===== config.mk =====
export PLATFORM = sky130hd
export DESIGN_NAME = rnrbo_front
export DESIGN_NICKNAME = d
export VERILOG_FILES = /design/src/rtl/core/rnrbo_pkg.sv /design/src/rtl/core/rnrbo_front.sv
export SDC_FILE = /design/constraint.sdc
export NUM_CORES = 1
export LEC_CHECK = 0
export ABC_CLOCK_PERIOD_IN_PS = 13000
export BUFFER_PORTS_ARGS = -buffer_cell sky130_fd_sc_hd__buf_2
export CAP_MARGIN = 0
export CORE_MARGIN = 2
export CORE_UTILIZATION = 52
export DETAILED_ROUTE_END_ITERATION = 8
export PLACE_DENSITY = 0.81
export SLEW_MARGIN = 20
export SYNTH_ARGS = -nofsm -noshare
export SYNTH_HDL_FRONTEND = slang
export SYNTH_SLANG_ARGS = --single-unit

===== constraint.sdc =====
create_clock -name aclk -period 13 [get_ports aclk]
set_input_delay 3.9 -clock aclk [delete_from_list [all_inputs] [get_ports aclk]]
set_output_delay 3.9 -clock aclk [all_outputs]
set_load 0.02 [all_outputs]

===== src/rtl/core/rnrbo_pkg.sv =====
// Shared types, constants and helpers of the RNR retry backoff scheduler.
`default_nettype none
package rnrbo_pkg;
    localparam int NUM_QUEUES_DEF  = 5;
    localparam int QUEUE_DEPTH_DEF = 8;

    typedef enum logic [1:0] {
        REQ_ACK    = 2'd0,
        REQ_TICK   = 2'd1,
        REQ_CANCEL = 2'd2,
        REQ_NONE   = 2'd3
    } req_type_t;

    typedef enum logic [1:0] {
        ACK_OK    = 2'd0,
        ACK_RNR   = 2'd1,
        ACK_ERR   = 2'd2,
        ACK_NOACK = 2'd3
    } ack_code_t;

    typedef enum logic [2:0] {
        KIND_QUEUED   = 3'd0,
        KIND_RESEND   = 3'd1,
        KIND_OK       = 3'd2,
        KIND_ERROR    = 3'd3,
        KIND_CANCELED = 3'd4,
        KIND_FULL     = 3'd5
    } result_kind_t;

    localparam logic [63:0] TIME_MAX = 64'hFFFF_FFFF_FFFF_FFFF;

    // One accepted input word, after decoding.
    typedef struct packed {
        logic [1:0]  req_type;
        logic [9:0]  req_id;
        logic [1:0]  ack_code;
        logic [7:0]  retry_count;
        logic [63:0] deadline_us;
        logic        canceled;
        logic [63:0] now_us;
        logic [5:0]  resend_budget;
    } cmd_t;

    // One result word.
    typedef struct packed {
        logic [2:0]  kind;
        logic [9:0]  req;
        logic [7:0]  retries;
        logic [63:0] due;
        logic        last;
    } result_t;

    // Backoff of queue q: 1 + 10*q^3 microseconds.
    function automatic logic [63:0] backoff(input logic [2:0] q);
        logic [12:0] c;
        c = 13'(q) * 13'(q) * 13'(q);
        return 64'(14'd1 + 14'(c) * 14'd10);
    endfunction
endpackage
`default_nettype wire


===== src/rtl/core/rnrbo_front.sv =====
// Input stage: accepts words into a short command queue.
`default_nettype none
module rnrbo_front (
    input  wire                 aclk,
    input  wire                 aresetn,
    input  wire                 in_valid,
    output logic                in_ready,
    input  rnrbo_pkg::cmd_t     in_cmd,
    output logic                q_valid,
    input  wire                 q_ready,
    output rnrbo_pkg::cmd_t     q_cmd
);
    rnrbo_pkg::cmd_t mem_reg [2];
    logic [1:0] cnt_reg;
    logic       wp_reg, rp_reg;
    logic       push, pop;

    assign in_ready = (cnt_reg != 2'd2);
    assign q_valid  = (cnt_reg != 2'd0);
    assign q_cmd    = mem_reg[rp_reg];
    assign push     = in_valid && in_ready;
    assign pop      = q_valid && q_ready;

    always_ff @(posedge aclk) begin
        if (!aresetn) begin
            cnt_reg <= '0;
            wp_reg  <= 1'b0;
            rp_reg  <= 1'b0;
        end else begin
            if (push) begin
                mem_reg[wp_reg] <= in_cmd;
                wp_reg <= ~wp_reg;
            end
            if (pop) rp_reg <= ~rp_reg;
            cnt_reg <= cnt_reg + 2'(push) - 2'(pop);
        end
    end

    a_cnt_bound: assert property (@(posedge aclk) disable iff (!aresetn)
        cnt_reg != 2'd3) else $error("command queue count overflow");
    a_no_push_full: assert property (@(posedge aclk) disable iff (!aresetn)
        cnt_reg == 2'd2 |-> !push) else $error("push into full queue");
    a_pop_drains: assert property (@(posedge aclk) disable iff (!aresetn)
        (pop && !push && cnt_reg == 2'd1) |=> !q_valid)
        else $error("queue not empty after last pop");
endmodule
`default_nettype wire


## Word-level counts from Yosys, hierarchy flattened

Memories as Yosys holds them, arrays and structs flattened. A register that Yosys moved wholly into a read port is not among the register bits.
Cells that the tools add are included.

| storage, ports and cells | value |
|---|---|
| word-level logic and storage cells | 17 |
| input port bits | 161 |
| memories kept | 1 |
| output and inout port bits | 159 |
| flip-flop bits (word level) | 4 |
| RAM bits | 314 |

| operators by class | value |
|---|---|
| reductions and logical operators | 3 |
| mux-type cells | 5 |
| add/sub/neg operators | 2 |
| eq/ne operators | 1 |
| bitwise operators | 2 |

Memory list:

| name | words | bits a word | rd ports | clocked after memory_dff | write ports | line | text |
|---|---|---|---|---|---|---|---|
| mem_reg | 2 | 157 | 1 | 1 | 1 | rnrbo_front.sv:13 | `rnrbo_pkg::cmd_t mem_reg [2];` |

Operator list:

| kind | count |
|---|---|
| $mux 1 | 5 |
| $add 2x1->2 | 1 |
| $logic_and 1x1->1 | 2 |
| $ne 2x2->1 const B | 1 |
| $not 1->1 | 2 |
| $reduce_bool 2->1 | 1 |
| $sub 2x1->2 | 1 |

## Longest topological paths before layout

Gate-level depths: netlist of the first run.

| logic depth | value |
|---|---|
| depth after elaboration | 5 |
| depth in mapped cells | 9 |

## Worst setup path before layout of the first run

Ideal clock, no wire load.

| timing path | value |
|---|---|
| path type | in2reg |
| from | input port aresetn |
| to | memory mem_reg[0][0] (netlist bit) (enable) |
| data arrival time | 10.513 ns |
| stages on the path | 2 |
| required time | 12.324 ns |
| path slack | 1.811 ns |
| path buffers | 0 |
| setup time | 0.676 ns |
| path through | nand3_1 nor2_1 |

| on the way | value |
|---|---|
| cells in the longest elaborated chain, start to end | 2 |

RTL lines:

| element | line | text |
|---|---|---|
| start, declared | rnrbo_front.sv:5 | `input wire aresetn,` |
| $mux 1 | rnrbo_front.sv:25 | `if (!aresetn) begin` |
| $mux 1 (implied by the code) | rnrbo_front.sv:31 | `mem_reg[wp_reg] <= in_cmd;` |
| end, declared | rnrbo_front.sv:13 |  |

No other way between the ends.

==> results of run 1 <==
-- power breakdown --
part,internal [W],switching (W),total (W)
logic,0.000246,0.000339,0.000585
clock network,0.000477,0.000352,0.000829
registers,0.00122,0.0000485,0.00127
total,0.00194,0.000740,0.00268
-- per-layer routing --
layer / track usage [%] / share of wire, % / up-vias
li1: - / - / 2728
met1: 21.7 / 38 / 2928
met2: 30.1 / 50 / 253
met3: 5.33 / 8.4 / 63
met4: 6.73 / 3.8 / 2
met5: 0 / 0.032 / -
-- per-stage QoR --
stage / cells / area [um^2] / setup slack, ps / total power [W]
3_5_place_dp: 1100 / 13400 / 6450 / 0.00188
2_1_floorplan: 513 / 11600 / 1810 / 0.00172
4_1_cts: 1157 / 14400 / 5870 / 0.00271
6_report: 1160 / 14400 / 5890 / 0.00268
5_1_grt: 1159 / 14400 / 5690 / 0.00278
3_3_place_gp: 1100 / 13400 / 6460 / 0.00187
-- layout make-up --
type                            count  area [um^2]  area share (%)
Tap cell                          280          350            2.44
Clock buffer                       41          813            5.65
Clock inverter                     16          129           0.896
Inverter                            2         7.51          0.0522
Multi-Input combinational cell    175         1910            13.3
Timing Repair Buffer              324         1630            11.4
Sequential cell                   319         9530            66.3
Antenna cell                        3         7.51          0.0522
-- worst max-delay path, delay by kind of cell, from the launching register on --
kind | cells | cell delay, ps
flops | 1 | 1010
mux | 1 | 420
buf+inv | 2 | 1130
-- cells in the final DEF, fill, tap and decap left out, drive strengths merged --
cell      count
ha            2
and3          1
dfxtp         5
nand3         1
o22ai         1
clkinvlp      1
edfxtp      314
bufinv        2
xnor2         3
and2          3
nand2         1
diode         3
buf         324
clkbuf       41
or2           1
clkinv       13
o21a          1
mux2        157
nand2b        1
inv           2
nor2b         2
nor2          1
-- logic make-up (layout without fill, tap and decap cells) --
| logic type | Yosys count | in the layout | share of synthesized area (%) |
|---|---|---|---|
| buffers and inverters | 19 | 383 | 1.54 |
| XOR/XNOR | 3 | 3 | 0.226 |
| multiplexers | 157 | 157 | 15.2 |
| flip-flops | 319 | 319 | 82.1 |
| AND/OR/NAND/NOR | 11 | 11 | 0.539 |
| adder cells (fa/ha/maj) | 2 | 2 | 0.216 |
| other | 0 | 3 | 0 |
| AO/OA/AOI/OAI | 2 | 2 | 0.119 |
-- final timing paths --
check,start,end,slack (ps)
hold reg to reg,rp_reg,register,540
setup reg to reg,cnt_reg[0],mem_reg[0][123],10460
setup / recovery,register,q_cmd[4],5890
hold / removal,rp_reg,register,540
==> impl_metrics.csv, run 1 <==
group,metric,value,unit
synthesis,synthTopCellsByCount,"edfxtp_1, mux2_2, buf_6, dfxtp_1",
placement,gp_congestion,0.755,
synthesis,synth_cells,513,
cts,ctsRootBufferMaster,"clkbuf_16",
timing,tightest_slew,1060,ps
grt,track_usage,17.8,%
floorplan,initial_core_util,53.0,%
setup_path,worst_setup_path_end_kind,"primary output",
setup_path,worstSetupStartpointType,"register",
setup_path,cp.arrival,3210,ps
cts,clkLatencyLatePin,550,ps
routing,via_count,5974,
hold_path,min_delay_path_depth,2,
timing,fmax,141,MHz
cells_and_area,final_util,65.7,%
cells_and_area,fin_nets,1016,
cells_and_area,syn2layout_area_growth,23.9,%
cts,htreeDepth,1,
timing,hold_slack,539,ps
synthesis,ys_seq_area_share,82.1,%
timing,setup_viol,0,
timing,period_share,54.7,%
grt,antenna_found_initial,4,
setup_path,max_stage_delay,1010,ps
flow_run,drv_cap,0,
pwr,p_leak,5.29,nW
timing,max_slew_margin,29.2,%
synthesis,synth_top_area_cell,"edfxtp_1",
cts,cts_setup_buffers,0,
synthesis,yosysMostFrequentCell,"edfxtp_1",
timing,fin_tns_setup,0,ps
floorplan,die_x,153,um
grt,grt_pass1_wl,32900,um
synthesis,syn_nets,676,
cts,cts_buffers,31,
cts,post_cts_resized,0,
floorplan,num_io_pins,320,
cts,cts_hold_buf,0,
timing,hold_viol,0,
pwr,irDropWorstVdd,0.132,mV
routing,drc,0,
placement,io_buffers,319,
synthesis,syn_avg_cell_area,22.6,um^2
synthesis,syn_area,11600,um^2
synthesis,synthDistinctLibCells,19,
cells_and_area,num-fill-cells,1509,
synthesis,synth_warnings,0,
routing,drtIter0Drc,384,
floorplan,dieArea,23500,um^2
setup_path,crit_type,"reg -> out",
timing,finClkSkew,18.9,ps
routing,wl_per_cell,19.0,um
routing,routed_wl,22000,um
synthesis,synth_seq_cells,319,
timing,fin_crit,7110,ps
timing,drv_slew,0,
cells_and_area,drive_above_1_share,60.0,%
synthesis,yosysTopAreaCellShare,81.3,%
grt,grt_pass1_vias,6143,
hold_path,hold_class,"reg -> reg",
cts,cts.sinks,319,
grt,grt_overflow_total,0,
setup_path,worstPathCellList,"buf_4, mux2_2, buf_2",
setup_path,rr_worst_depth,4,
run_status,status,"complete, no violations",
cts,clk_pin_slew,60,ps
floorplan,core,21900,um^2
cts,clockBufferDepth,3,
routing,dr.pass1.iters,4,
cells_and_area,largest_reg_flops,314,
synthesis,ys.flop_type,"edfxtp_1",
timing,rsz0062_at_grt,"no",
placement,dp_hpwl,14300,um
pwr,power_density,187,nW/um^2
routing,drtAntennaViolNets,0,
grt,grt_max_degree,83,
setup_path,crit_path_top_delay_cell,"dfxtp_4",
floorplan,rows,54,
synthesis,async_reset_ff_share,0,%
cts,cts_tree,"yes",
floorplan,dieHeight,153,um
setup_path,worst_ep_required_time,9100,ps
synthesis,ys_top_cells_by_area,"edfxtp_1, mux2_2, buf_6",
routing,routed_via_density,5.15,
setup_path,crit_fanout,82,
synthesis,synth_edf_count,314,
(Power assumes the default switching activity.)
==> inputs of run 2 (changes only) <==
- ABC_CLOCK_PERIOD_IN_PS: 13000 -> 6900
- clock period: 13 -> 6.9 ns (I/O delays scaled with it)
==> run 2 against run 1 <==
  * Routed wire length down 0.71%
  * Register-to-register slack got worse by 5700 ps
  * Global-route usage up 0.27 points
  * Largest power group unchanged
==> impl_metrics.csv, run 2 (synthesized netlist as in run 1, its figures left out) <==
group,metric,value,unit
run_status,status,"complete, no violations",
setup_path,cp_top_family,"flip-flops",
floorplan,dieHeight,153,um
cells_and_area,multi_input_area,1910,um^2
routing,routed_wl,21900,um
grt,grt_max_degree,81,
setup_path,crit_fanout,80,
cts,cts_buffers,31,
pwr,p_switching,0.00138,W
timing,hold_viol,0,
grt,track_usage,18.0,%
flow_run,drv_cap,0,
cells_and_area,final_cell_mix,"buf_2, edfxtp_1, mux2_2",
pwr,p_sw_share,27.8,%
floorplan,rows,54,
timing,finClkSkew,6.19,ps
placement,place_ws,2690,ps
placement,io_buffers,319,
cts,clkLatencyLatePin,540,ps
placement,dp_hpwl,13900,um
grt,antenna_found_initial,7,
cells_and_area,final_common_cell,"buf_2",
pwr,power_frac_comb,22.2,%
timing,setup_viol,0,
setup_path,worstPathCellList,"buf_12, mux2_2, buf_2",
floorplan,core,21900,um^2
cells_and_area,fin_area,14400,um^2
routing,drc,0,
setup_path,crit_path_top_delay_cell,"dfxtp_4",
pwr,p_leak,5.26,nW
grt,grt_overflow_total,0,
routing,via_count,5958,
cts,cts.sinks,319,
floorplan,initial_core_util,53.0,%
timing,max_slew_margin,29.2,%
setup_path,crit_type,"reg -> out",
grt,grt_pass1_wl,33400,um
cells_and_area,fin_nets,1017,
cts,clockBufferDepth,3,
timing,rsz0062_at_grt,"no",
floorplan,num_io_pins,320,
floorplan,dieArea,23500,um^2
pwr,p_int,0.00359,W
pwr,irDropWorstVdd,0.276,mV
timing,tightest_slew,1060,ps
routing,routed_via_density,5.15,
cts,clk_pin_slew,60,ps
cts,cts_hold_buf,0,
setup_path,worstSetupStartpointType,"register",
routing,drtIter0Drc,314,
routing,dr.pass1.iters,6,
cells_and_area,drive_above_1_share,59.7,%
timing,fmax,211,MHz
cells_and_area,num-fill-cells,1489,
pwr,p_clk_share,29.6,%
routing,drtAntennaViolNets,0,
grt,grt_pass1_vias,6255,
pwr,sequentialPowerShare,48.2,%
timing,fin_tns_setup,0,ps
cells_and_area,syn2layout_area_growth,23.7,%
cts,cts_setup_buffers,0,
timing,worst_slack,2160,ps
setup_path,path_buf_inv,2,
cts,cts_tree,"yes",
placement,gp_congestion,0.748,
cells_and_area,area.sequential,9530,um^2
cells_and_area,stdcell_count,1158,
setup_path,worst_ep_required_time,4830,ps
placement,placed_area,13400,um^2
routing,wl_per_cell,18.9,um
cells_and_area,largest_reg_flops,314,
hold_path,hold_class,"reg -> reg",
timing,fin_crit,4740,ps
setup_path,cp.arrival,2670,ps
timing,drv_slew,0,
cts,post_cts_resized,0,
setup_path,max_stage_delay,1020,ps
floorplan,die_x,153,um
timing,period_share,68.7,%
placement,dpl.cell_count,1100,
cts,ctsRootBufferMaster,"clkbuf_16",
setup_path,worst_setup_path_end_kind,"primary output",
cts,htreeDepth,1,
pwr,power_density,346,nW/um^2
## run 2: cell count changes in the layout (fill, tap and decap cells not counted), sizes merged
cell,previous run,this run
inv,2,3
clkinv,13,9
diode,3,5
clkbuf,41,40
bufinv,2,0
clkinvlp,1,2
buf,324,325
## run 2: worst reg2reg max path, delay by kind of cell (launching register included)
family	cells	cell delay, ps
buf+inv	1	770
flops	1	380
simple gates	3	560
## run 2: power by group through the flow
stage | Clock [W] | Combinational, W | Sequential (W)
global route | 0.00158 | 0.00118 | 0.00241
global placement | 0 | 0.00110 | 0.00243
CTS | 0.00150 | 0.00111 | 0.00240
finish | 0.00147 | 0.00110 | 0.00239
floorplan | 0 | 0.000842 | 0.00238
detailed placement | 0 | 0.00111 | 0.00244
## run 2: layout make-up
type | count | share of cell area [%]
Multi-Input combinational cell | 175 | 13.3
Sequential cell | 319 | 66.4
Clock inverter | 12 | 0.410
Antenna cell | 5 | 0.0872
Tap cell | 280 | 2.44
Inverter | 2 | 0.0523
Timing Repair Buffer | 325 | 11.7
Clock buffer | 40 | 5.64
## run 2: routing by layer
layer	GRT usage [%]	vias to the layer above	routed length (um)	share of wire, %
met5	0	-	27	0.12
met4	7.25	4	911	4.2
met3	5.53	64	1760	8.0
met2	31.5	240	11200	51
met1	20.8	2922	7950	36
li1	-	2728	-	-
## run 2: per-stage QoR
| step | hold slack [ps] | utilization [%] | power, W |
|---|---|---|---|
| after floorplan | 480 | - | 0.00323 |
| after global placement | 519 | 61.4 | 0.00352 |
| after detailed placement | 540 | 61.4 | 0.00355 |
| after CTS | 548 | 65.4 | 0.00502 |
| after global routing | 588 | 65.6 | 0.00516 |
| final | 545 | 65.6 | 0.00497 |
## run 2: path summary, 6_finish.rpt
path / startpoint / end / slack [ps] / depth (start not counted)
max reg2reg: cnt_reg[0] / mem_reg[1][64] / 4750 / 4
min reg2reg: wp_reg / wp_reg / 550 / 2
max: register / q_cmd[70] / 2160 / 3
min: wp_reg / wp_reg / 550 / 2
==> inputs of run 3 (changes only) <==
- ABC_CLOCK_PERIOD_IN_PS: 6900 -> 4500
- clock period: 6.9 -> 4.5 ns (I/O delays scaled with it)
==> run 3 against run 2 <==
  * Count of clock-buffer cells in the layout fell by 5
  * Combinational power rose by 65%
  * First-iteration DRC count rose by 0.32%
  * Utilization rose by 0.93 points
  * Sequential share of layout area fell by 0.93 points
  * Cell count rose by 0.52%
  * Register-to-register slack got worse by 2500 ps
  * Total power rose by 60%
  * Setup slack got worse by 930 ps
  * Non-clock buffer count rose by 3
  * Critical path depth did not move
==> impl_metrics.csv, run 3 (synthesized netlist as in run 1, its figures left out) <==
group,metric,value,unit
setup_path,path_buf_inv,2,
setup_path,crit_fanout,84,
routing,drc,0,
cts,htreeDepth,1,
cts,clk_pin_slew,60,ps
timing,tightest_slew,917,ps
timing,drv_slew,0,
grt,grt_pass1_wl,34200,um
pwr,p_leak,5.37,nW
placement,dp_hpwl,14900,um
placement,io_buffers,319,
routing,drtAntennaViolNets,0,
cells_and_area,drive_above_1_share,60.3,%
routing,routed_via_density,5.15,
grt,grt_overflow_total,0,
grt,grt_pass1_vias,6429,
cts,post_cts_resized,0,
cells_and_area,fin_nets,1020,
cells_and_area,final_cell_mix,"buf_2, edfxtp_1, mux2_2",
timing,period_share,72.6,%
floorplan,initial_core_util,53.0,%
setup_path,crit_type,"reg -> out",
timing,max_slew_margin,38.9,%
cells_and_area,syn2layout_area_growth,25.5,%
timing,setup_viol,0,
routing,dr.pass1.iters,4,
setup_path,worstPathCellList,"buf_12, mux2_2, buf_2",
placement,place_ws,1400,ps
cts,cts_tree,"yes",
cts,cts.sinks,319,
timing,worst_slack,1230,ps
cells_and_area,area.sequential,9530,um^2
cells_and_area,multi_input_area,1910,um^2
cells_and_area,num-fill-cells,1473,
floorplan,num_io_pins,320,
floorplan,dieArea,23500,um^2
floorplan,rows,54,
placement,gp_congestion,0.758,
timing,hold_viol,0,
pwr,total_power,0.00796,W
floorplan,core,21900,um^2
floorplan,dieHeight,153,um
cts,cts_setup_buffers,0,
timing,fin_tns_setup,0,ps
grt,antenna_found_initial,4,
setup_path,worst_setup_path_end_kind,"primary output",
setup_path,crit_path_top_delay_cell,"mux2_2",
timing,rsz0062_at_grt,"no",
timing,fin_crit,3270,ps
cells_and_area,final_common_cell,"buf_2",
setup_path,cp.arrival,1920,ps
timing,finClkSkew,12.2,ps
grt,grt_max_degree,91,
pwr,power_frac_comb,22.7,%
setup_path,max_stage_delay,420,ps
cts,cts_buffers,31,
timing,fmax,306,MHz
pwr,power_density,547,nW/um^2
pwr,p_switching,0.00217,W
cts,ctsRootBufferMaster,"clkbuf_16",
pwr,irDropWorstVdd,0.538,mV
routing,via_count,5989,
cts,clockBufferDepth,3,
flow_run,drv_cap,0,
pwr,p_int,0.00580,W
pwr,p_clk_share,32.2,%
setup_path,worstSetupStartpointType,"register",
run_status,status,"complete, no violations",
routing,drtIter0Drc,315,
hold_path,hold_class,"reg -> reg",
setup_path,worst_ep_required_time,3150,ps
cells_and_area,largest_reg_flops,314,
pwr,p_sw_share,27.2,%
routing,wl_per_cell,19.4,um
setup_path,cp_top_family,"buffers and inverters",
grt,track_usage,18.6,%
floorplan,die_x,153,um
cts,clkLatencyLatePin,540,ps
pwr,sequentialPowerShare,45.0,%
cts,cts_hold_buf,0,
routing,routed_wl,22600,um
timing,hold_slack,553,ps
## run 3: area by class of cell
| type | instances | area share (%) |
|---|---|---|
| diodes | 4 | 0.0688 |
| clock inverters | 21 | 1.59 |
| clock buffers | 35 | 5.43 |
| flip-flops and latches | 319 | 65.5 |
| inverters | 2 | 0.0516 |
| well taps | 280 | 2.41 |
| repair buffers | 328 | 11.9 |
| multi-input cells | 175 | 13.1 |
## run 3: power by group through the flow
| stage | registers [W] | logic (W) | clock network [W] |
|---|---|---|---|
| 2_1_floorplan | 0.00364 | 0.00129 | 0 |
| 3_3_place_gp | 0.00363 | 0.00180 | 0 |
| 3_5_place_dp | 0.00365 | 0.00181 | 0 |
| 4_1_cts | 0.00359 | 0.00183 | 0.00262 |
| 5_1_grt | 0.00360 | 0.00192 | 0.00273 |
| 6_report | 0.00358 | 0.00181 | 0.00257 |
## run 3: stage by stage
stage / instances / instance area, um^2 / util [%]
floorplan: 513 / 11600 / -
global placement: 1104 / 13500 / 61.8
detailed placement: 1104 / 13500 / 61.8
CTS: 1160 / 14500 / 66.5
global route: 1163 / 14600 / 66.5
finish: 1164 / 14600 / 66.5
## run 3: worst reg2reg max path, stage by stage (launching register included)
cell and delay [ps]:
dfxtp_1 380, nand2b_1 170, and2_1 200, and3_4 660, buf_4 450
## run 3: layer usage
metal	track usage [%]	vias to the layer above	wire length [um]
li1	-	2743	-
met1	21.3	2947	8270
met2	32.9	252	11600
met3	6.21	47	1960
met4	6.47	0	735
met5	0	-	0
## run 3: path summary, 6_finish.rpt
path / slack (ps) / cells after the start / from / end
worst max-delay path: 1230 / 3 / register / q_cmd[116]
worst max register to register: 2300 / 4 / cnt_reg[0] / mem_reg[1][102]
worst min-delay path: 550 / 2 / rp_reg / rp_reg
worst min register to register: 550 / 2 / rp_reg / rp_reg
