[config.mk]
export PLATFORM = sky130hd
export DESIGN_NAME = rnrbo_back
export DESIGN_NICKNAME = d
export VERILOG_FILES = /design/src/rtl/core/rnrbo_pkg.sv /design/src/rtl/core/rnrbo_back.sv
export SDC_FILE = /design/constraint.sdc
export NUM_CORES = 2
export LEC_CHECK = 0
export ABC_AREA = 1
export BUFFER_PORTS_ARGS = -buffer_cell sky130_fd_sc_hd__buf_2
export CORE_UTILIZATION = 32
export DETAILED_ROUTE_END_ITERATION = 7
export PLACE_DENSITY = 0.55
export SLEW_MARGIN = 40
export SYNTH_ARGS = -nofsm -noshare
export SYNTH_HDL_FRONTEND = slang
export SYNTH_SLANG_ARGS = --single-unit
export TNS_END_PERCENT = 1
[constraint.sdc]
create_clock -name aclk -period 16.35 [get_ports aclk]
set_input_delay 1.635 -clock aclk [delete_from_list [all_inputs] [get_ports aclk]]
set_output_delay 1.635 -clock aclk [all_outputs]
set_load 0.05 [all_outputs]
[src/rtl/core/rnrbo_pkg.sv]
// Shared types, constants and helpers of the RNR retry backoff scheduler.
`default_nettype none
package rnrbo_pkg;
    localparam int NUM_QUEUES_DEF  = 5;
    localparam int QUEUE_DEPTH_DEF = 8;

    typedef enum logic [1:0] {
        REQ_ACK    = 2'd0,
        REQ_TICK   = 2'd1,
        REQ_CANCEL = 2'd2,
        REQ_NONE   = 2'd3
    } req_type_t;

    typedef enum logic [1:0] {
        ACK_OK    = 2'd0,
        ACK_RNR   = 2'd1,
        ACK_ERR   = 2'd2,
        ACK_NOACK = 2'd3
    } ack_code_t;

    typedef enum logic [2:0] {
        KIND_QUEUED   = 3'd0,
        KIND_RESEND   = 3'd1,
        KIND_OK       = 3'd2,
        KIND_ERROR    = 3'd3,
        KIND_CANCELED = 3'd4,
        KIND_FULL     = 3'd5
    } result_kind_t;

    localparam logic [63:0] TIME_MAX = 64'hFFFF_FFFF_FFFF_FFFF;

    // One accepted input word, after decoding.
    typedef struct packed {
        logic [1:0]  req_type;
        logic [9:0]  req_id;
        logic [1:0]  ack_code;
        logic [7:0]  retry_count;
        logic [63:0] deadline_us;
        logic        canceled;
        logic [63:0] now_us;
        logic [5:0]  resend_budget;
    } cmd_t;

    // One result word.
    typedef struct packed {
        logic [2:0]  kind;
        logic [9:0]  req;
        logic [7:0]  retries;
        logic [63:0] due;
        logic        last;
    } result_t;

    // Backoff of queue q: 1 + 10*q^3 microseconds.
    function automatic logic [63:0] backoff(input logic [2:0] q);
        logic [12:0] c;
        c = 13'(q) * 13'(q) * 13'(q);
        return 64'(14'd1 + 14'(c) * 14'd10);
    endfunction
endpackage
`default_nettype wire

[src/rtl/core/rnrbo_back.sv]
// Execution stage: timer queues, ack handling, tick walk and cancel sweep.
`default_nettype none
module rnrbo_back #(
    parameter int NUM_QUEUES  = rnrbo_pkg::NUM_QUEUES_DEF,
    parameter int QUEUE_DEPTH = rnrbo_pkg::QUEUE_DEPTH_DEF
) (
    input  wire                 aclk,
    input  wire                 aresetn,
    input  wire                 tx_enabled,
    input  wire                 c_valid,
    output logic                c_ready,
    input  rnrbo_pkg::cmd_t     c_cmd,
    output logic                r_valid,
    input  wire                 r_ready,
    output rnrbo_pkg::result_t  r_res
);
    localparam int NSLOTS = NUM_QUEUES * QUEUE_DEPTH;
    localparam int QW = (NUM_QUEUES > 1) ? $clog2(NUM_QUEUES) : 1;
    localparam int PW = (QUEUE_DEPTH > 1) ? $clog2(QUEUE_DEPTH) : 1;
    localparam int FW = $clog2(QUEUE_DEPTH + 1);
    localparam int SW = (NSLOTS > 1) ? $clog2(NSLOTS) : 1;
    localparam int TW = $clog2(NSLOTS + 1);

    typedef enum logic [3:0] {
        ST_IDLE, ST_ACK_CALC, ST_ACK_DEC, ST_TICK_RD, ST_TICK_EV,
        ST_MIN_RD, ST_MIN_EV, ST_CAN_RD, ST_CAN_EV, ST_EMIT
    } state_t;

    state_t state_reg;
    rnrbo_pkg::cmd_t cmd_reg;
    logic [PW-1:0] head_reg [NUM_QUEUES];
    logic [FW-1:0] fill_reg [NUM_QUEUES];
    logic [63:0]   wake_reg, best_reg, due_reg;
    logic [TW-1:0] total_reg;
    logic [QW-1:0] q_reg;
    logic [PW-1:0] k_reg;
    logic [5:0]    budget_reg;
    logic          any_reg;
    state_t        ret_reg;

    logic [9:0]  req_mem [NSLOTS];
    logic [63:0] due_mem [NSLOTS];
    logic        cm_mem  [NSLOTS];
    logic [9:0]  rd_req_reg;
    logic [63:0] rd_due_reg;
    logic        rd_cm_reg;

    rnrbo_pkg::result_t ovf_reg;

    assign c_ready = (state_reg == ST_IDLE);

    // Slot address of queue q at offset k from its head.
    function automatic logic [SW-1:0] slot(input logic [QW-1:0] q, input logic [PW-1:0] h,
                                           input logic [PW-1:0] k);
        logic [PW:0] p;
        p = ({1'b0, h} + {1'b0, k});
        if (p >= (PW+1)'(QUEUE_DEPTH)) p = p - (PW+1)'(QUEUE_DEPTH);
        return SW'(32'(q) * QUEUE_DEPTH + 32'(p));
    endfunction

    logic [QW-1:0] qsel;
    logic [64:0]   due_sum;
    always_comb begin
        if (cmd_reg.retry_count >= 8'(NUM_QUEUES)) qsel = QW'(NUM_QUEUES - 1);
        else qsel = QW'(cmd_reg.retry_count);
        due_sum = {1'b0, cmd_reg.now_us} + {1'b0, rnrbo_pkg::backoff(3'(qsel))};
    end

    always_ff @(posedge aclk) begin
        logic emit_v;
        emit_v = 1'b0;
        if (!aresetn) begin
            state_reg <= ST_IDLE;
            r_valid   <= 1'b0;
            wake_reg  <= rnrbo_pkg::TIME_MAX;
            total_reg <= '0;
            for (int i = 0; i < NUM_QUEUES; i++) begin
                head_reg[i] <= '0;
                fill_reg[i] <= '0;
            end
        end else begin
            unique case (state_reg)
                ST_IDLE: if (c_valid) begin
                    cmd_reg <= c_cmd;
                    q_reg   <= '0;
                    k_reg   <= '0;
                    any_reg <= 1'b0;
                    budget_reg <= c_cmd.resend_budget;
                    best_reg   <= rnrbo_pkg::TIME_MAX;
                    unique case (rnrbo_pkg::req_type_t'(c_cmd.req_type))
                        rnrbo_pkg::REQ_ACK:    state_reg <= ST_ACK_CALC;
                        rnrbo_pkg::REQ_TICK:
                            state_reg <= (total_reg == '0 || c_cmd.now_us < wake_reg)
                                         ? ST_IDLE : ST_TICK_RD;
                        rnrbo_pkg::REQ_CANCEL: state_reg <= ST_CAN_RD;
                        default:               state_reg <= ST_IDLE;
                    endcase
                end
                ST_ACK_CALC: begin
                    due_reg   <= due_sum[64] ? rnrbo_pkg::TIME_MAX : due_sum[63:0];
                    state_reg <= ST_ACK_DEC;
                end
                ST_ACK_DEC: begin
                    ovf_reg.req  <= cmd_reg.req_id;
                    ovf_reg.last <= 1'b1;
                    ret_reg      <= ST_IDLE;
                    priority if (cmd_reg.ack_code == rnrbo_pkg::ACK_NOACK) begin
                        state_reg <= ST_IDLE;
                    end else if (cmd_reg.ack_code == rnrbo_pkg::ACK_RNR && tx_enabled
                                 && !cmd_reg.canceled) begin
                        state_reg <= ST_EMIT;
                        if (due_reg > cmd_reg.deadline_us) begin
                            ovf_reg.kind    <= rnrbo_pkg::KIND_ERROR;
                            ovf_reg.retries <= cmd_reg.retry_count;
                            ovf_reg.due     <= '0;
                        end else if (fill_reg[qsel] >= FW'(QUEUE_DEPTH)) begin
                            ovf_reg.kind    <= rnrbo_pkg::KIND_FULL;
                            ovf_reg.retries <= cmd_reg.retry_count;
                            ovf_reg.due     <= '0;
                        end else begin
                            req_mem[slot(qsel, head_reg[qsel], PW'(fill_reg[qsel]))]
                                <= cmd_reg.req_id;
                            due_mem[slot(qsel, head_reg[qsel], PW'(fill_reg[qsel]))]
                                <= due_reg;
                            cm_mem[slot(qsel, head_reg[qsel], PW'(fill_reg[qsel]))] <= 1'b0;
                            fill_reg[qsel] <= fill_reg[qsel] + FW'(1);
                            total_reg <= total_reg + TW'(1);
                            if (due_reg < wake_reg) wake_reg <= due_reg;
                            ovf_reg.kind    <= rnrbo_pkg::KIND_QUEUED;
                            ovf_reg.retries <= (cmd_reg.retry_count == 8'hFF) ? 8'hFF
                                               : cmd_reg.retry_count + 8'd1;
                            ovf_reg.due     <= due_reg;
                        end
                    end else if (cmd_reg.ack_code == rnrbo_pkg::ACK_OK) begin
                        state_reg       <= ST_EMIT;
                        ovf_reg.kind    <= rnrbo_pkg::KIND_OK;
                        ovf_reg.retries <= cmd_reg.retry_count;
                        ovf_reg.due     <= '0;
                    end else begin
                        state_reg       <= ST_EMIT;
                        ovf_reg.kind    <= cmd_reg.canceled ? rnrbo_pkg::KIND_CANCELED
                                                            : rnrbo_pkg::KIND_ERROR;
                        ovf_reg.retries <= cmd_reg.retry_count;
                        ovf_reg.due     <= '0;
                    end
                end
                ST_TICK_RD: begin
                    if (fill_reg[q_reg] == '0) begin
                        if (q_reg == QW'(NUM_QUEUES - 1)) begin
                            q_reg <= '0;
                            state_reg <= ST_MIN_RD;
                        end else q_reg <= q_reg + QW'(1);
                    end else begin
                        rd_req_reg <= req_mem[slot(q_reg, head_reg[q_reg], '0)];
                        rd_due_reg <= due_mem[slot(q_reg, head_reg[q_reg], '0)];
                        rd_cm_reg  <= cm_mem[slot(q_reg, head_reg[q_reg], '0)];
                        state_reg  <= ST_TICK_EV;
                    end
                end
                ST_TICK_EV: begin
                    priority if (rd_due_reg > cmd_reg.now_us) begin
                        if (q_reg == QW'(NUM_QUEUES - 1)) begin
                            q_reg <= '0;
                            state_reg <= ST_MIN_RD;
                        end else begin
                            q_reg <= q_reg + QW'(1);
                            state_reg <= ST_TICK_RD;
                        end
                    end else if (!rd_cm_reg && budget_reg == '0) begin
                        q_reg <= '0;
                        state_reg <= ST_MIN_RD;
                    end else if (any_reg && r_valid && !r_ready) begin
                        // The held result cannot leave yet; wait for the output register.
                    end else begin
                        if (!rd_cm_reg) budget_reg <= budget_reg - 6'd1;
                        head_reg[q_reg] <= (head_reg[q_reg] == PW'(QUEUE_DEPTH - 1))
                                           ? '0 : head_reg[q_reg] + PW'(1);
                        fill_reg[q_reg] <= fill_reg[q_reg] - FW'(1);
                        total_reg <= total_reg - TW'(1);
                        // Hold one result back so the final one can carry last.
                        if (any_reg) begin
                            r_res  <= ovf_reg;
                            emit_v = 1'b1;
                        end
                        any_reg <= 1'b1;
                        ovf_reg.kind    <= rd_cm_reg ? rnrbo_pkg::KIND_CANCELED
                                                     : rnrbo_pkg::KIND_RESEND;
                        ovf_reg.req     <= rd_req_reg;
                        ovf_reg.retries <= '0;
                        ovf_reg.due     <= '0;
                        ovf_reg.last    <= 1'b0;
                        state_reg <= ST_TICK_RD;
                    end
                end
                ST_MIN_RD: begin
                    rd_due_reg <= due_mem[slot(q_reg, head_reg[q_reg], '0)];
                    rd_cm_reg  <= (fill_reg[q_reg] != '0);
                    state_reg  <= ST_MIN_EV;
                end
                ST_MIN_EV: begin
                    if (rd_cm_reg && rd_due_reg < best_reg) best_reg <= rd_due_reg;
                    if (q_reg == QW'(NUM_QUEUES - 1)) begin
                        wake_reg <= (rd_cm_reg && rd_due_reg < best_reg) ? rd_due_reg
                                                                        : best_reg;
                        ovf_reg.last <= 1'b1;
                        ret_reg   <= ST_IDLE;
                        state_reg <= any_reg ? ST_EMIT : ST_IDLE;
                    end else begin
                        q_reg <= q_reg + QW'(1);
                        state_reg <= ST_MIN_RD;
                    end
                end
                ST_CAN_RD: begin
                    if (FW'(k_reg) >= fill_reg[q_reg] || fill_reg[q_reg] == '0) begin
                        k_reg <= '0;
                        if (q_reg == QW'(NUM_QUEUES - 1)) state_reg <= ST_IDLE;
                        else q_reg <= q_reg + QW'(1);
                    end else begin
                        rd_req_reg <= req_mem[slot(q_reg, head_reg[q_reg], k_reg)];
                        state_reg  <= ST_CAN_EV;
                    end
                end
                ST_CAN_EV: begin
                    if (rd_req_reg == cmd_reg.req_id)
                        cm_mem[slot(q_reg, head_reg[q_reg], k_reg)] <= 1'b1;
                    if (32'(k_reg) + 1 >= 32'(fill_reg[q_reg])) begin
                        k_reg <= '0;
                        if (q_reg == QW'(NUM_QUEUES - 1)) state_reg <= ST_IDLE;
                        else begin
                            q_reg <= q_reg + QW'(1);
                            state_reg <= ST_CAN_RD;
                        end
                    end else begin
                        k_reg <= k_reg + PW'(1);
                        state_reg <= ST_CAN_RD;
                    end
                end
                ST_EMIT: if (!r_valid || r_ready) begin
                    r_res     <= ovf_reg;
                    emit_v    = 1'b1;
                    state_reg <= ret_reg;
                end
                default: state_reg <= ST_IDLE;
            endcase
            if (emit_v) r_valid <= 1'b1;
            else if (r_ready) r_valid <= 1'b0;
        end
    end

    a_total_bound: assert property (@(posedge aclk) disable iff (!aresetn)
        32'(total_reg) <= NSLOTS) else $error("waiting count exceeds slots");
    a_idle_ready: assert property (@(posedge aclk) disable iff (!aresetn)
        c_ready |-> state_reg == ST_IDLE) else $error("ready outside idle");
    a_no_wake_empty: assert property (@(posedge aclk) disable iff (!aresetn)
        (state_reg == ST_IDLE && total_reg == '0) |-> wake_reg == rnrbo_pkg::TIME_MAX
        || $past(state_reg) != ST_MIN_EV) else $error("wakeup set with no entries");
endmodule
`default_nettype wire

; Yosys cells after proc, flatten, opt, wreduce, memory -nomap -nowiden
; Memories as Yosys holds them, arrays and structs flattened. A register that Yosys moved wholly into a read port is not among the register bits.
; Index checks and enable logic that the tools add are counted.
[classes]
addsub = 22
n_reduce_logical = 52
n_mux = 154
n_mul = 3
n_lt_le_gt_ge = 12
n_eq_ne = 39
[ops]
columns = op, count
row1 = 86-bit two-way mux, 8
row2 = 64-bit two-way mux, 9
row3 = 64-bit one-hot mux with 2 select lines, 3
row4 = 72-bit two-way mux, 4
row5 = 64-bit less-than comparator, 3
row6 = 86-bit one-hot mux with 2 select lines, 1
row7 = 85-bit one-hot mux with 2 select lines, 1
row8 = 4-bit two-way mux, 35
row9 = 64-bit greater-than comparator, 2
row10 = 3-bit two-way mux, 27
row11 = 6-bit two-way mux, 13
row12 = 64-bit by 14-bit adder with 65-bit output, 1
row13 = 4-bit one-hot mux with 10 select lines, 1
row14 = 1-bit two-way mux, 37
row15 = 2-bit inequality test (second input constant), 18
row16 = 6-bit by 4-bit adder with 6-bit output, 5
row17 = 7-bit AND reduction, 4
row18 = 6-bit one-hot mux with 2 select lines, 2
row19 = 10-bit two-way mux, 2
row20 = 10-bit one-hot mux with 2 select lines, 1
row21 = 3-bit one-hot mux with 3 select lines, 2
row22 = 3-bit one-hot mux with 6 select lines, 1
row23 = 6-bit AND reduction, 3
row24 = 4-bit by 3-bit == test with 1-bit output (second input constant), 4
row25 = other kinds (52), 95
[totals]
word_cells = 317
reg_bits = 616
ram_bits = 3035
n_memories = 5
[mem_list]
columns = name, depth, width, read_ports, rd_ports_with_merged_regs, write_ports, line
row1 = due_mem, 40, 64, 2, 0, 1, rnrbo_back.sv:42  ; logic [63:0] due_mem [NSLOTS];
row2 = req_mem, 40, 10, 2, 0, 1, rnrbo_back.sv:41  ; logic [9:0] req_mem [NSLOTS];
row3 = cm_mem, 40, 1, 1, 0, 1, rnrbo_back.sv:43  ; logic cm_mem [NSLOTS];
row4 = fill_reg, 5, 4, 2, 1, 5, rnrbo_back.sv:32  ; logic [FW-1:0] fill_reg [NUM_QUEUES];
row5 = head_reg, 5, 3, 2, 1, 5, rnrbo_back.sv:31  ; logic [PW-1:0] head_reg [NUM_QUEUES];

; Depth between registers and ports, before layout
; An unclocked memory read counts as a cell.
[depth]
depth_word = 14
ltp_mapped = 39
depth_no_buf = 38

; Least setup slack after synthesis
; OpenSTA, ideal clock, no wires.
[synth_timing]
path_kind = input to register
from = in aresetn
to = reg cmd_reg[100] (netlist name), enable pin
setup_ps = 660
cell_stages = 4
t_required_ps = 15690
t_arrival_ps = 8271
path_buffers = 2
slack_ps = 7419
path_cell_list = buf_2 -> inv_1 -> clkbuf_1 -> nor2_1
[synth_via]
elab_chain_len = 1
[synth_rtl]
columns = item, line
row1 = from (decl), rnrbo_back.sv:8  ; input wire aresetn,
row2 = 3-bit AND reduction (no line), n/a
row3 = to (signal assigned), rnrbo_back.sv:84  ; cmd_reg <= c_cmd;
row4 = to (decl), rnrbo_back.sv:30  ; rnrbo_pkg::cmd_t cmd_reg;
; Every way passes these cells.
; A chain may end at the register's enable or synchronous reset.

; Final worst setup path
[layout_timing]
from = reg cmd_reg[135] (netlist name)
to = reg due_reg[24] (data pin)
[layout_via]
elab_chain_len = 7
[layout_rtl]
columns = item, line
row1 = 8-bit by 3-bit >= comparator with 1-bit output, rnrbo_back.sv:64  ; if (cmd_reg.retry_count >= 8'(NUM_QUEUES)) qsel = QW'(NUM_QUEUES - 1);
row2 = 3-bit two-way mux (*), rnrbo_back.sv:64
row3 = 3-bit by 3-bit multiplier with 6-bit output, rnrbo_pkg.sv:56  ; c = 13'(q) * 13'(q) * 13'(q);
row4 = 6-bit by 3-bit multiplier with 9-bit output (*), rnrbo_pkg.sv:56
row5 = 9-bit by 3-bit multiplier with 12-bit output (*), rnrbo_pkg.sv:57  ; return 64'(14'd1 + 14'(c) * 14'd10);
row6 = 1-bit by 13-bit adder with 14-bit output (*), rnrbo_pkg.sv:57
row7 = 64-bit by 14-bit adder with 65-bit output (*), rnrbo_back.sv:66  ; due_sum = {1'b0, cmd_reg.now_us} + {1'b0, rnrbo_pkg::backoff(3'(qsel))};
row8 = to (signal assigned), rnrbo_back.sv:100  ; due_reg <= due_sum[64] ? rnrbo_pkg::TIME_MAX : due_sum[63:0];
row9 = to (decl), rnrbo_back.sv:33  ; logic [63:0] wake_reg, best_reg, due_reg;
; Mark *: on every way between the ends. The rest lies on a longest branch, timed or not.

==> metrics.yaml <==
status: "finished, final reports clean"
cts.htree.levels: 5
grt_pass1_vias: 103000
vias: 112000
critPathKind: "reg -> reg"
netlist_instances: 13200
cts_sinks: 3671
report.final.slew_viol_count: 0
finalSetupTns_ps: 0
crit_slowest_cell: "xor2_1"
cts_resized: 0
rsz0062_at_grt: "false"
cp_common_cell: "inv_1"
synthFlopType: "edfxtp_1"
synth_edf_count: 3593
area_growth_syn_to_layout_pct: 13.2
ys_seq_area_share_pct: 69.2
clk_pin_slew_ps: 60
power_mw: 34.5
final_util_pct: 36.5
first_pass_iters: 8
power_density_nw_per_um2: 193
dieArea_sq_um: 497000
place_ws_ps: 7860
clockRootBuffer: "clkbuf_16"
post-synth-top-count-cell: "edfxtp_1"
drive_above_1_share_pct: 8.84
yosys_register_bits: 3671
syn_area_per_cell_sq_um: 12.0
synth_top_area_share_pct: 68.2
tightestPinTransition_ps: 1020
ys_types: 69
grt_first_pass_wirelength_um: 778000
postCtsHoldBufs: 0
grt_start_max_net_pins: 184
antenna_found_initial: 30
relSlewSlack_pct: 32.2
fmax_mhz: 116
drc: 0
largest_reg_flops: 2560
grt_usage_pct: 21.4
synthTopCellsByArea: "edfxtp_1 (68%), o21ai_0 (6.0%), nor2_1 (5.2%)"
finalHoldViolCount: 0
skew_ps: 80.1
cts_tree: "yes"
num_rows: 257
ant_nets: 0
start_util_pct: 32.2
yosys_warnings: 0
drtIter0Drc: 15700
yosysTopAreaCell: "edfxtp_1"
irDropWorstVdd_mv: 0.270
io_buffers: 249
async_reset_ff_share_pct: 0
fin_crit_sh_pct: 52.9
die_w_um: 705
hpwlAfterDp_um: 323000
core_sq_um: 491000
nNetsFinal: 13900
cp-start-kind: "flop"
hold_start: "ovf_reg[39]"
period_needed_ps: 8650
fin_ws_ps: 7700
hp-class: "reg -> reg"
r2r-start: "cmd_reg[135]"
arrival_ps: 9290
die_h_um: 705
viasPerCell: 5.59
final-setup-viol-count: 0
cts_buffer_depth: 4
maxCapViolCount: 0
cts_made_buffers: 371
critPathLaunch: "cmd_reg[135]"
cp_max_fo: 43
required_ps: 16980
avgRoutedWirePerCell_um: 27.6
clock_latency_ps: 960
endpoint_kind: "flop"
pin_count: 250
synth_area_sq_um: 158000
cts_setup_buffers: 0
synthTopCellsByCount: "edfxtp_1 (3593), nor2_1 (2210), o21ai_0 (1894), nand2_1 (1223), inv_1 (681)"
place.gp.congestion: 0.918
power_leakage_nw: 61.4
critPathMaxStageDelay_ps: 640
globalRouteOverflowTotal: 0
hold_ws_ps: 374
routed_wl_um: 555000
## per-stage QoR
stage,area [sq um],instances
2_1_floorplan,158000,13200
3_3_place_gp,167000,19400
3_5_place_dp,167000,19400
4_1_cts,179000,20100
5_1_grt,179000,20100
6_report,179000,20100
## final cells by class
class	instances	area (sq um)
Multi-Input combinational cell	8040	43000
Clock buffer	455	9690
Tap cell	6475	8100
Timing Repair Buffer	556	4220
Clock inverter	208	1990
Fill cell	47400	312000
Sequential cell	3671	109000
Antenna cell	6	15.0
Inverter	696	2650
## critical path, delay by kind of cell, from the launching register on
kind | cells | cell delay, ps
adders and majority gates | 7 | 2390
AOI/OAI and AO/OA | 8 | 1590
and+or+nand+nor | 10 | 1450
buffers and inverters | 7 | 1270
xor gates and xnor gates | 3 | 1030
DFF | 1 | 560
## layer usage
| layer | share of wire [%] | vias up | track usage (%) |
|---|---|---|---|
| li1 | - | 48800 | - |
| met1 | 43 | 56900 | 31.3 |
| met2 | 44 | 5786 | 32.3 |
| met3 | 9.6 | 926 | 3.62 |
| met4 | 3.6 | 10 | 6.89 |
| met5 | 0.013 | - | 0 |
## cell families (layout without fill, tap and decap cells)
kind of cell	count (synthesis)	after routing	synth area share [%]
and+or+nand+nor	4394	4394	11.5
DFF	3671	3671	69.2
AOI/OAI and AO/OA	3214	3214	12.0
buffers and inverters	1513	1915	3.98
adders and majority gates	385	385	3.08
xor gates and xnor gates	44	44	0.244
other	1	9	0.00237
## final timing paths
check	cells past startpoint	slack, ps	endpoint
setup / recovery	35	7700	due_reg[24]
hold reg to reg	0	370	r_res[39]
hold / removal	0	370	r_res[39]
setup reg to reg	35	7700	due_reg[24]
## power by group
| part | total [mW] | switching, mW | internal (mW) |
|---|---|---|---|
| Sequential | 11.3 | 0.216 | 11.0 |
| Combinational | 14.8 | 11.0 | 3.79 |
| Clock | 8.45 | 3.71 | 4.74 |
## cell usage in the layout, fill, tap and decap left out, types with 8 or more instances in the layout
cell type   Yosys  layout
nor3_1         62      60
or2_2          20      20
o221ai_1      510     510
o21ai_1        19      19
clkbuf_16       0     375
nor4_1         26      24
nand3_2         3      10
xor2_1         26      25
o21ai_0      1894    1894
buf_6          25      45
o22ai_1       232     232
nand2_1      1223    1222
clkinvlp_4      0      11
nand3_1       634     627
clkbuf_1      490      79
clkinv_1        4      85
bufinv_16       0      33
xnor2_1        18      17
o211ai_1      182     182
ha_1          377     376
clkinv_2        0      62
inv_6           0       9
buf_2         243     248
buf_16          0       9
edfxtp_1     3593    3593
nor2_4          4      54
o21a_1         26      26
inv_1         681     677
inv_2          10       9
a21oi_1       272     268
a21o_1          8       8
dfxtp_1        78      78
a31oi_1        15      15
buf_12          0      25
buf_4          30     228
o21bai_1       24      24
nand4_1       176     176
nor2_1       2210    2159
Power figures use the tool's default switching activity.
